### config.mk
export PLATFORM = sky130hd
export DESIGN_NAME = best_offset_complement_match_unit_flat
export DESIGN_NICKNAME = d
export VERILOG_FILES = /design/src/rtl/core/bocm_pkg.sv /design/src/rtl/core/bocm_if.sv /design/src/rtl/core/bocm_window_bank.sv /design/src/rtl/core/best_offset_complement_match_unit.sv /design/src/flat_wrapper.sv
export SDC_FILE = /design/constraint.sdc
export NUM_CORES = 2
export LEC_CHECK = 0
export ABC_CLOCK_PERIOD_IN_PS = 14000
export BUFFER_PORTS_ARGS = -buffer_cell sky130_fd_sc_hd__buf_2
export CAP_MARGIN = 20
export CORE_UTILIZATION = 50
export CTS_CLUSTER_DIAMETER = 120
export DETAILED_ROUTE_END_ITERATION = 8
export GPL_TIMING_DRIVEN = 0
export MAX_ROUTING_LAYER = met4
export PLACE_DENSITY = 0.74
export SYNTH_ARGS = -nofsm -noshare
export SYNTH_HDL_FRONTEND = slang
export SYNTH_SLANG_ARGS = --single-unit
### constraint.sdc
create_clock -name clk -period 14 [get_ports clk]
set_input_delay 1.4 -clock clk [delete_from_list [all_inputs] [get_ports clk]]
set_output_delay 1.4 -clock clk [all_outputs]
set_load 0.05 [all_outputs]
### src/rtl/core/bocm_pkg.sv
// Shared types, constants and helpers for the complement match unit.
package bocm_pkg;

  // Fixed field widths
  localparam int BASE_W     = 2;
  localparam int LEN_W      = 6;
  localparam int POS_W      = 16;
  localparam int K_W        = 5;
  localparam int CFG_DATA_W = 64;
  localparam int CFG_ADDR_W = 4;

  // Slots reduced per group in the first tree level
  localparam int GROUP = 8;

  // A base and its complement always sum to 3
  localparam logic [BASE_W-1:0] COMPLEMENT = 2'b11;

  // Register select, taken from paddr[3]
  localparam logic REG_SAMPLE_BASES  = 1'b0;
  localparam logic REG_SAMPLE_LENGTH = 1'b1;

  // One closing window: its score and its offset back from the current base
  typedef struct packed {
    logic             valid;
    logic [LEN_W-1:0] score;
    logic [K_W-1:0]   k;
  } cand_t;

  // Per-base controls for the window bank
  typedef struct packed {
    logic take;   // a base is transferred this cycle
    logic add;    // the base is inside the index range
    logic last;   // final base of the sequence
    logic load;   // offer register may advance
  } bank_ctl_t;

  // Higher score wins; on equal scores the later start (smaller offset) wins
  function automatic cand_t cand_pick(input cand_t a, input cand_t b);
    cand_t r;
    if (!b.valid) begin
      r = a;
    end else if (!a.valid) begin
      r = b;
    end else if (b.score > a.score) begin
      r = b;
    end else if (a.score > b.score) begin
      r = a;
    end else begin
      r = (b.k < a.k) ? b : a;
    end
    return r;
  endfunction

endpackage

### src/rtl/core/bocm_if.sv
// Stream interfaces for sequence bases in and match results out.
interface bocm_base_if;
  logic                       valid;
  logic                       ready;
  logic [bocm_pkg::BASE_W-1:0] base;
  logic                       last_base;

  modport source (output valid, base, last_base, input ready);
  modport sink   (input valid, base, last_base, output ready);
endinterface

interface bocm_result_if;
  logic                       valid;
  logic                       ready;
  logic [bocm_pkg::POS_W-1:0] best_index;
  logic                       index_overflow;

  modport source (output valid, best_index, index_overflow, input ready);
  modport sink   (input valid, best_index, index_overflow, output ready);
endinterface

### src/rtl/core/bocm_window_bank.sv
// Window slot bank: per-slot scores updated in parallel, closing windows registered as offers.
module bocm_window_bank #(
  parameter int SAMPLE_MAX = 32
) (
  input  logic                                   clk,
  input  logic                                   rst,
  input  bocm_pkg::bank_ctl_t                    ctl,
  input  logic [((SAMPLE_MAX > 1) ? $clog2(SAMPLE_MAX) : 1)-1:0] pmod,
  input  logic [bocm_pkg::BASE_W-1:0]            base,
  input  logic [bocm_pkg::LEN_W-1:0]             len,
  input  logic [bocm_pkg::CFG_DATA_W-1:0]        sample_bases,
  output bocm_pkg::cand_t [SAMPLE_MAX-1:0]       cand
);

  localparam int KW = (SAMPLE_MAX > 1) ? $clog2(SAMPLE_MAX) : 1;

  logic [SAMPLE_MAX-1:0]     active;
  logic [bocm_pkg::LEN_W-1:0] score [SAMPLE_MAX];
  logic                      len_zero;

  assign len_zero = (len == '0);

  for (genvar s = 0; s < SAMPLE_MAX; s++) begin : g_slot
    logic [KW:0]                kw;
    logic [KW-1:0]              k;
    logic [bocm_pkg::LEN_W-1:0] kx;
    logic [bocm_pkg::BASE_W-1:0] sb;
    logic                       k_zero;
    logic                       open;
    logic                       act0;
    logic [bocm_pkg::LEN_W-1:0] score0;
    logic                       hit;
    logic [bocm_pkg::LEN_W-1:0] sc1;
    logic                       close;
    bocm_pkg::cand_t            offer;

    // Offset of this slot's window from the current base
    always_comb begin
      if (pmod >= KW'(s)) begin
        kw = {1'b0, pmod} - (KW+1)'(s);
      end else begin
        kw = {1'b0, pmod} + (KW+1)'(SAMPLE_MAX - s);
      end
    end
    assign k      = kw[KW-1:0];
    assign kx     = bocm_pkg::LEN_W'(k);
    assign sb     = bocm_pkg::BASE_W'(sample_bases >> {kx, 1'b0});
    assign k_zero = (k == '0);

    // Window update for this base
    assign open   = ctl.add && k_zero && !len_zero;
    assign act0   = open || active[s];
    assign score0 = open ? '0 : score[s];
    assign hit    = ctl.add && (kx < len) && ((base ^ sb) == bocm_pkg::COMPLEMENT);
    assign sc1    = score0 + bocm_pkg::LEN_W'(hit);
    assign close  = ctl.last || ((kx + 1'b1) >= len);

    // An empty sample still offers the newest start with score zero
    always_comb begin
      offer.valid = ctl.take && ((act0 && close) || (ctl.add && k_zero && len_zero));
      offer.score = act0 ? sc1 : '0;
      offer.k     = bocm_pkg::K_W'(k);
    end

    // Slot state
    always_ff @(posedge clk) begin
      if (rst) begin
        active[s] <= 1'b0;
      end else if (ctl.take) begin
        active[s] <= act0 && !close;
      end
    end

    always_ff @(posedge clk) begin
      if (ctl.take) begin
        score[s] <= close ? '0 : sc1;
      end
    end

    // Offer register
    always_ff @(posedge clk) begin
      if (rst) begin
        cand[s] <= '0;
      end else if (ctl.load) begin
        cand[s] <= offer;
      end
    end
  end

endmodule

### src/rtl/core/best_offset_complement_match_unit.sv
// Top level of the complement match unit: config port, position tracking, best-start tracking.
// Takes one 2-bit base per cycle and scores every start index against the configured sample
// (complement matches, A-T and C-G) in a bank of SAMPLE_MAX window slots that all update in
// the same cycle, so a base can be transferred in every cycle. Closing windows are reduced to
// one candidate through two registered levels; a sequence's result passes the offer, group
// and result registers after its last base is transferred and is held until taken. Input ready
// drops only while a result waits at the output and a second final base has reached the
// merge stage. Bases past index min(SEQUENCE_MAX-1, 65535) are ignored and flag an overflow.
// Registers (64-bit APB): sample_bases at 0x0, sample_length at 0x8.
module best_offset_complement_match_unit #(
  parameter int SAMPLE_MAX   = 32,
  parameter int SEQUENCE_MAX = 65536
) (
  input  logic                                clk,
  input  logic                                rst,
  bocm_base_if.sink                           seq_in,
  bocm_result_if.source                       res_out,
  input  logic                                psel,
  input  logic                                penable,
  input  logic                                pwrite,
  input  logic [bocm_pkg::CFG_ADDR_W-1:0]     paddr,
  input  logic [bocm_pkg::CFG_DATA_W-1:0]     pwdata,
  output logic [bocm_pkg::CFG_DATA_W-1:0]     prdata,
  output logic                                pready
);

  localparam int KW = (SAMPLE_MAX > 1) ? $clog2(SAMPLE_MAX) : 1;
  localparam int NG = (SAMPLE_MAX + bocm_pkg::GROUP - 1) / bocm_pkg::GROUP;
  localparam logic [bocm_pkg::POS_W-1:0] IDX_CAP =
    bocm_pkg::POS_W'(((SEQUENCE_MAX - 1) > 65535) ? 65535 : (SEQUENCE_MAX - 1));

  // Configuration registers
  logic [bocm_pkg::CFG_DATA_W-1:0] sample_bases;
  logic [bocm_pkg::LEN_W-1:0]      sample_length;
  logic [bocm_pkg::LEN_W-1:0]      len;
  logic                            cfg_write;

  // Position tracking
  logic [bocm_pkg::POS_W-1:0] position;
  logic [KW-1:0]              pmod;
  logic                       saturated;
  logic                       overflow_seen;

  // Pipeline control
  logic take;
  logic a_stall;
  logic b_stall;
  logic merge;

  // Offer stage
  logic                       a_valid;
  logic                       a_last;
  logic                       a_ovf;
  logic [bocm_pkg::POS_W-1:0] a_pos;
  bocm_pkg::cand_t [SAMPLE_MAX-1:0] a_cand;
  bocm_pkg::bank_ctl_t        bank_ctl;

  // Group stage
  logic                       b_valid;
  logic                       b_last;
  logic                       b_ovf;
  logic [bocm_pkg::POS_W-1:0] b_pos;
  bocm_pkg::cand_t            b_grp [NG];
  bocm_pkg::cand_t            grp_c [NG];

  // Best tracking
  bocm_pkg::cand_t            batch;
  logic                       upd;
  logic [bocm_pkg::POS_W-1:0] best_start;
  logic [bocm_pkg::POS_W-1:0] best_start_next;
  logic [bocm_pkg::LEN_W-1:0] best_score;
  logic                       best_seen;

  // Output register
  logic                       res_valid;
  logic [bocm_pkg::POS_W-1:0] res_index;
  logic                       res_ovf;

  // APB register file
  assign pready    = 1'b1;
  assign cfg_write = psel && penable && pwrite;

  always_ff @(posedge clk) begin
    if (rst) begin
      sample_bases  <= '0;
      sample_length <= '0;
    end else if (cfg_write) begin
      if (paddr[3] == bocm_pkg::REG_SAMPLE_LENGTH) begin
        sample_length <= pwdata[bocm_pkg::LEN_W-1:0];
      end else begin
        sample_bases <= pwdata;
      end
    end
  end

  assign prdata = (paddr[3] == bocm_pkg::REG_SAMPLE_LENGTH) ?
                  bocm_pkg::CFG_DATA_W'(sample_length) : sample_bases;

  assign len = (sample_length > bocm_pkg::LEN_W'(SAMPLE_MAX)) ?
               bocm_pkg::LEN_W'(SAMPLE_MAX) : sample_length;

  // Handshake and stalls
  assign b_stall      = b_valid && b_last && res_valid && !res_out.ready;
  assign a_stall      = a_valid && b_stall;
  assign seq_in.ready = !a_stall;
  assign take         = seq_in.valid && !a_stall;
  assign merge        = b_valid && !b_stall;

  // Position, saturation and overflow
  always_ff @(posedge clk) begin
    if (rst) begin
      position      <= '0;
      pmod          <= '0;
      saturated     <= 1'b0;
      overflow_seen <= 1'b0;
    end else if (take) begin
      if (seq_in.last_base) begin
        position      <= '0;
        pmod          <= '0;
        saturated     <= 1'b0;
        overflow_seen <= 1'b0;
      end else if (saturated) begin
        overflow_seen <= 1'b1;
      end else if (position >= IDX_CAP) begin
        saturated <= 1'b1;
      end else begin
        position <= position + 1'b1;
        pmod     <= (pmod == KW'(SAMPLE_MAX - 1)) ? '0 : pmod + 1'b1;
      end
    end
  end

  // Window slots
  always_comb begin
    bank_ctl.take = take;
    bank_ctl.add  = !saturated;
    bank_ctl.last = seq_in.last_base;
    bank_ctl.load = !a_stall;
  end

  bocm_window_bank #(
    .SAMPLE_MAX (SAMPLE_MAX)
  ) u_bank (
    .clk          (clk),
    .rst          (rst),
    .ctl          (bank_ctl),
    .pmod         (pmod),
    .base         (seq_in.base),
    .len          (len),
    .sample_bases (sample_bases),
    .cand         (a_cand)
  );

  // Offer stage side-band
  always_ff @(posedge clk) begin
    if (rst) begin
      a_valid <= 1'b0;
    end else if (!a_stall) begin
      a_valid <= take;
    end
  end

  always_ff @(posedge clk) begin
    if (take) begin
      a_last <= seq_in.last_base;
      a_ovf  <= overflow_seen || saturated;
      a_pos  <= position;
    end
  end

  // First tree level: best offer within each group of slots
  always_comb begin
    for (int g = 0; g < NG; g++) begin
      grp_c[g] = '0;
      for (int i = 0; i < bocm_pkg::GROUP; i++) begin
        if (g * bocm_pkg::GROUP + i < SAMPLE_MAX) begin
          grp_c[g] = bocm_pkg::cand_pick(grp_c[g], a_cand[g * bocm_pkg::GROUP + i]);
        end
      end
    end
  end

  always_ff @(posedge clk) begin
    if (rst) begin
      b_valid <= 1'b0;
    end else if (!b_stall) begin
      b_valid <= a_valid;
    end
  end

  always_ff @(posedge clk) begin
    if (!b_stall) begin
      b_last <= a_last;
      b_ovf  <= a_ovf;
      b_pos  <= a_pos;
      for (int g = 0; g < NG; g++) begin
        b_grp[g] <= grp_c[g];
      end
    end
  end

  // Second level and merge into the running best
  always_comb begin
    batch = '0;
    for (int g = 0; g < NG; g++) begin
      batch = bocm_pkg::cand_pick(batch, b_grp[g]);
    end
  end

  assign upd = b_valid && batch.valid && (!best_seen || (batch.score >= best_score));
  assign best_start_next = upd ? (b_pos - bocm_pkg::POS_W'(batch.k)) : best_start;

  always_ff @(posedge clk) begin
    if (rst) begin
      best_seen  <= 1'b0;
      best_score <= '0;
      best_start <= '0;
    end else if (merge) begin
      if (b_last) begin
        best_seen  <= 1'b0;
        best_score <= '0;
        best_start <= '0;
      end else if (upd) begin
        best_seen  <= 1'b1;
        best_score <= batch.score;
        best_start <= best_start_next;
      end
    end
  end

  // Result register
  always_ff @(posedge clk) begin
    if (rst) begin
      res_valid <= 1'b0;
    end else if (merge && b_last) begin
      res_valid <= 1'b1;
    end else if (res_out.ready) begin
      res_valid <= 1'b0;
    end
  end

  always_ff @(posedge clk) begin
    if (merge && b_last) begin
      res_index <= best_start_next;
      res_ovf   <= b_ovf;
    end
  end

  assign res_out.valid          = res_valid;
  assign res_out.best_index     = res_index;
  assign res_out.index_overflow = res_ovf;

  // Checks
  a_pos_range: assert property (@(posedge clk) disable iff (rst)
    position <= IDX_CAP)
    else $error("position beyond index cap");

  a_sat_pos: assert property (@(posedge clk) disable iff (rst)
    saturated |-> (position == IDX_CAP))
    else $error("saturated below index cap");

  a_ready_cause: assert property (@(posedge clk) disable iff (rst)
    !seq_in.ready |-> (res_valid && !res_out.ready))
    else $error("input stalled without a blocked result");

  a_result_src: assert property (@(posedge clk) disable iff (rst)
    $rose(res_valid) |-> $past(b_valid && b_last))
    else $error("result without a final base");

  a_seq_clear: assert property (@(posedge clk) disable iff (rst)
    (take && seq_in.last_base) |=> ((position == '0) && !saturated && !overflow_seen))
    else $error("sequence state not cleared after final base");

endmodule
### src/flat_wrapper.sv
// flat-port wrapper written by rule: the top's interface ports become plain ports
module best_offset_complement_match_unit_flat 
#(
  parameter int SAMPLE_MAX   = 32,
  parameter int SEQUENCE_MAX = 65536
)
  (clk, rst, psel, penable, pwrite, paddr, pwdata, prdata, pready, seq_in_valid, seq_in_base, seq_in_last_base, seq_in_ready, res_out_valid, res_out_best_index, res_out_index_overflow, res_out_ready);
  bocm_base_if seq_in_i ();
  bocm_result_if res_out_i ();
  input  logic clk;
  input  logic rst;
  input  logic psel;
  input  logic penable;
  input  logic pwrite;
  input  logic [bocm_pkg::CFG_ADDR_W-1:0] paddr;
  input  logic [bocm_pkg::CFG_DATA_W-1:0] pwdata;
  output logic [bocm_pkg::CFG_DATA_W-1:0] prdata;
  output logic pready;
  input wire logic [$bits(seq_in_i.valid)-1:0] seq_in_valid;
  input wire logic [$bits(seq_in_i.base)-1:0] seq_in_base;
  input wire logic [$bits(seq_in_i.last_base)-1:0] seq_in_last_base;
  output wire logic [$bits(seq_in_i.ready)-1:0] seq_in_ready;
  output wire logic [$bits(res_out_i.valid)-1:0] res_out_valid;
  output wire logic [$bits(res_out_i.best_index)-1:0] res_out_best_index;
  output wire logic [$bits(res_out_i.index_overflow)-1:0] res_out_index_overflow;
  input wire logic [$bits(res_out_i.ready)-1:0] res_out_ready;
  assign seq_in_i.valid = seq_in_valid;
  assign seq_in_i.base = seq_in_base;
  assign seq_in_i.last_base = seq_in_last_base;
  assign seq_in_ready = seq_in_i.ready;
  assign res_out_valid = res_out_i.valid;
  assign res_out_best_index = res_out_i.best_index;
  assign res_out_index_overflow = res_out_i.index_overflow;
  assign res_out_i.ready = res_out_ready;
  best_offset_complement_match_unit #(.SAMPLE_MAX(SAMPLE_MAX), .SEQUENCE_MAX(SEQUENCE_MAX)) u_core (.clk(clk), .rst(rst), .seq_in(seq_in_i), .res_out(res_out_i), .psel(psel), .penable(penable), .pwrite(pwrite), .paddr(paddr), .pwdata(pwdata), .prdata(prdata), .pready(pready));
endmodule
==> flow_summary_export.csv <==
group,metric,value,unit
timing,min_period_over_period,99.8,%
job,drv_cap,1,
timing,setup_viol,0,
yosys,ys_seq_area_share,33.3,%
global_routing,grt_pass1_vias,48500,
placed_design,dp_hpwl,183000,um
timing,rsz0062_at_grt,"true",
cts,cts_root_buffer,"clkbuf_16",
cts,tritoncts,"done",
status,status,"finished, violations left",
yosys,ys_ff_latch,763,
die,die_w,333,um
cts,cts-buffers-inserted,88,
die,initial_core_util,50.8,%
cells_and_area,mostFrequentLayoutCells,"603 x nand2_1, 577 x nor2_1, 538 x ha_1, 472 x a21oi_1, 458 x dfxtp_1",
worst_setup_path,start_kind,"register",
routing,wire_per_inst,29.1,um
routing,route.detailed.drc,0,
worst_setup_path,cpPeakStageDelay,0.44,ns
power_and_ir_drop,ir_drop,110,uV
cells_and_area,num-fill-cells,9152,
die,rows,120,
power_and_ir_drop,power_density,82.9,nW/um2
yosys,synthesis.area,54700,um2
timing,fin_skew,0.0319,ns
cells_and_area,drive_above_1_share,18.2,%
cts,h-tree-depth,3,
cells_and_area,mostFrequentLayoutCell,"nand2_1",
global_routing,grt_util_all_layers,42.4,%
die,io_pins,162,
routing,vias_per_cell,6.48,
power_and_ir_drop,p_leak,0.0265,uW
routing,wirelength,240000,um
placed_design,globalplace.congestion,1.13,
yosys,synth-edff-count,293,
die,coreArea,108000,um2
cts,path_clk_slew,0.06,ns
status,violations,"capacitance limit, slew limit",
yosys,avgSynthCellArea,8.76,um2
routing,via_count,53400,
worst_setup_path,crit_path_end_kind,"register",
yosys,synth_nets,6928,
worst_setup_path,path_buf_inv,13,
cells_and_area,final_util,61.6,%
global_routing,grt_use_met2,60.1,%
yosys,yosysTopAreaCellShare,17.2,%
die,die-area,111000,um2
timing,slew_headroom,-9.21,%
cells_and_area,area_delta_synth_final,21.3,%
routing,dr.pass1.iters,7,
worst_setup_path,crit_family,"compound AO/OA/AOI/OAI gates",
timing,worst_pin_slew,1.64,ns
cts,insertion_delay,0.72,ns
worst_setup_path,cp_data_arrival_time,14.44,ns
timing,fmaxAchievable,71.6,MHz
routing,drtIter0Drc,6934,
global_routing,grt_pass1_wl,333000,um
timing,finalHoldViolations,0,
timing,fin_hold_ws,0.415,ns
cts,clock_path_buffers,3,
die,die_y,333,um
global_routing,antenna_found_initial,8,
timing,min_period,13.98,ns
global_routing,grt_remaining_overflow,0,
timing,slew_violations,2,
yosys,postSynth.asyncResetShare,0,%
yosys,syn_inst,6244,
global_routing,met3_usage,10.9,%
yosys,ys_types,89,
cells_and_area,fin_nets,7438,
yosys,ys_warn_count,0,
global_routing,grt.busiest_layer,"met2",
global_routing,met1_usage,51.5,%
cells_and_area,regArea,18200,um2
cts,clock-sinks,763,
cells_and_area,multiInputGateArea,37200,um2
yosys,synth_area_leaders,"dfxtp_1 17%, edfxtp_1 16%, ha_1 14%",
routing,ant_nets,0,
worst_setup_path,worstPathRequired,14.46,ns
worst_setup_path,cp_slowest_cell,"dfxtp_4",
placed_design,port-buffer-count,154,
yosys,yosys.area.top_type,"dfxtp_1",
worst_setup_path,crit_type,"register to register",
power_and_ir_drop,p_total,5500,uW
global_routing,grt_max_degree,64,
worst_setup_path,critPathMaxFanout,8,
min_path,hold_path_class,"register to register",
yosys,ys.flop_type,"dfxtp_1",
through the flow:
stage	cells	cell area (um2)	worst slack (ns)	setup TNS [ns]
after floorplan	6244	54700	0.0170	0
after global placement	7801	57300	-4.44	-185.20
after detailed placement	7862	58100	-4.38	-134.91
after CTS	8122	63300	0.00340	0
after global routing	8239	66400	-0.277	-8.32
final	8243	66400	0.0249	0
path summary, 6_finish.rpt:
check	from	end	slack [ns]	cells past startpoint
worst max-delay path	u_core.u_bank.cand[1]	u_core.b_grp[2][7]	0.02	70
worst min-delay path	u_core.a_pos[4]	u_core.b_pos[4]	0.41	0
worst max register to register	u_core.u_bank.cand[1]	u_core.b_grp[2][7]	0.02	70
worst min register to register	u_core.a_pos[4]	u_core.b_pos[4]	0.41	0
report_power, final:
part,switching (uW),internal (uW)
Combinational,390,204
Sequential,53.3,2350
Clock,1060,1450
metal layers:
| layer | vias up | part of all wire (%) |
|---|---|---|
| met5 | - | 0 |
| met3 | 1022 | 13 |
| li1 | 23500 | - |
| met4 | 0 | 9.6 |
| met1 | 25400 | 37 |
| met2 | 3520 | 41 |
final cells by class:
cell class	count	area share [%]
sequential	763	27.5
timing repair buffer	423	5.06
multi-input combinational	4835	56.0
antenna	10	0.0377
buffer	286	2.03
clock inverter	52	0.875
clock buffer	114	3.83
tap	1403	2.64
inverter	357	2.02
repair_timing:
action	CTS	global route
buffers inserted	93	92
gates resized for setup	287	422
setup endpoints to repair	44	44
gates cloned	7	9
pin swaps	70	233
hold buffers	0	0
flip-flops by register name, summed over array words and instances (netlist names), 5 cells and up:
| name | count |
|---|---|
| u_core.u_bank.cand | 319 |
| u_core.u_bank.score | 192 |
| u_core.sample_bases | 64 |
| u_core.b_grp | 48 |
| u_core.u_bank.active | 32 |
| u_core.a_pos | 16 |
| u_core.b_pos | 16 |
| u_core.best_start | 16 |
| u_core.position | 16 |
| u_core.res_out.best_index | 16 |
| u_core.best_score | 6 |
| u_core.sample_length | 6 |
| u_core.pmod | 5 |
cells by family after synthesis:
logic type	after synthesis	share of synthesized area, %
AOI/OAI and AO/OA	1305	15.6
xor gates and xnor gates	274	4.39
and+or+nand+nor	2238	19.1
other	1	0.00685
buffers and inverters	651	4.53
DFF	763	33.3
muxes	406	9.25
adders and majority gates	606	13.9
cell usage after synthesis (15+ instances only):
| master | instances |
|---|---|
| nand2_1 | 632 |
| ha_1 | 605 |
| nor2_1 | 589 |
| a21oi_1 | 509 |
| dfxtp_1 | 470 |
| inv_1 | 337 |
| edfxtp_1 | 293 |
| clkbuf_1 | 243 |
| nand3_1 | 239 |
| mux2i_1 | 231 |
| nor3_1 | 221 |
| a21o_1 | 178 |
| xor2_1 | 158 |
| and2_1 | 138 |
| o21ai_0 | 136 |
| nor2b_1 | 129 |
| xnor2_1 | 116 |
| mux2_2 | 105 |
| a211oi_1 | 78 |
| nand2b_1 | 76 |
| mux4_2 | 68 |
| and3_1 | 49 |
| a22oi_1 | 47 |
| o21a_1 | 46 |
| a221oi_1 | 44 |
| nand4_1 | 44 |
| nor4_1 | 40 |
| o211ai_1 | 39 |
| a31oi_1 | 36 |
| buf_1 | 33 |
| or2_2 | 27 |
| o31ai_1 | 21 |
| o221ai_1 | 19 |
| a32oi_1 | 17 |
| a21boi_0 | 15 |
| buf_2 | 15 |
Power figures use the tool's default switching activity.
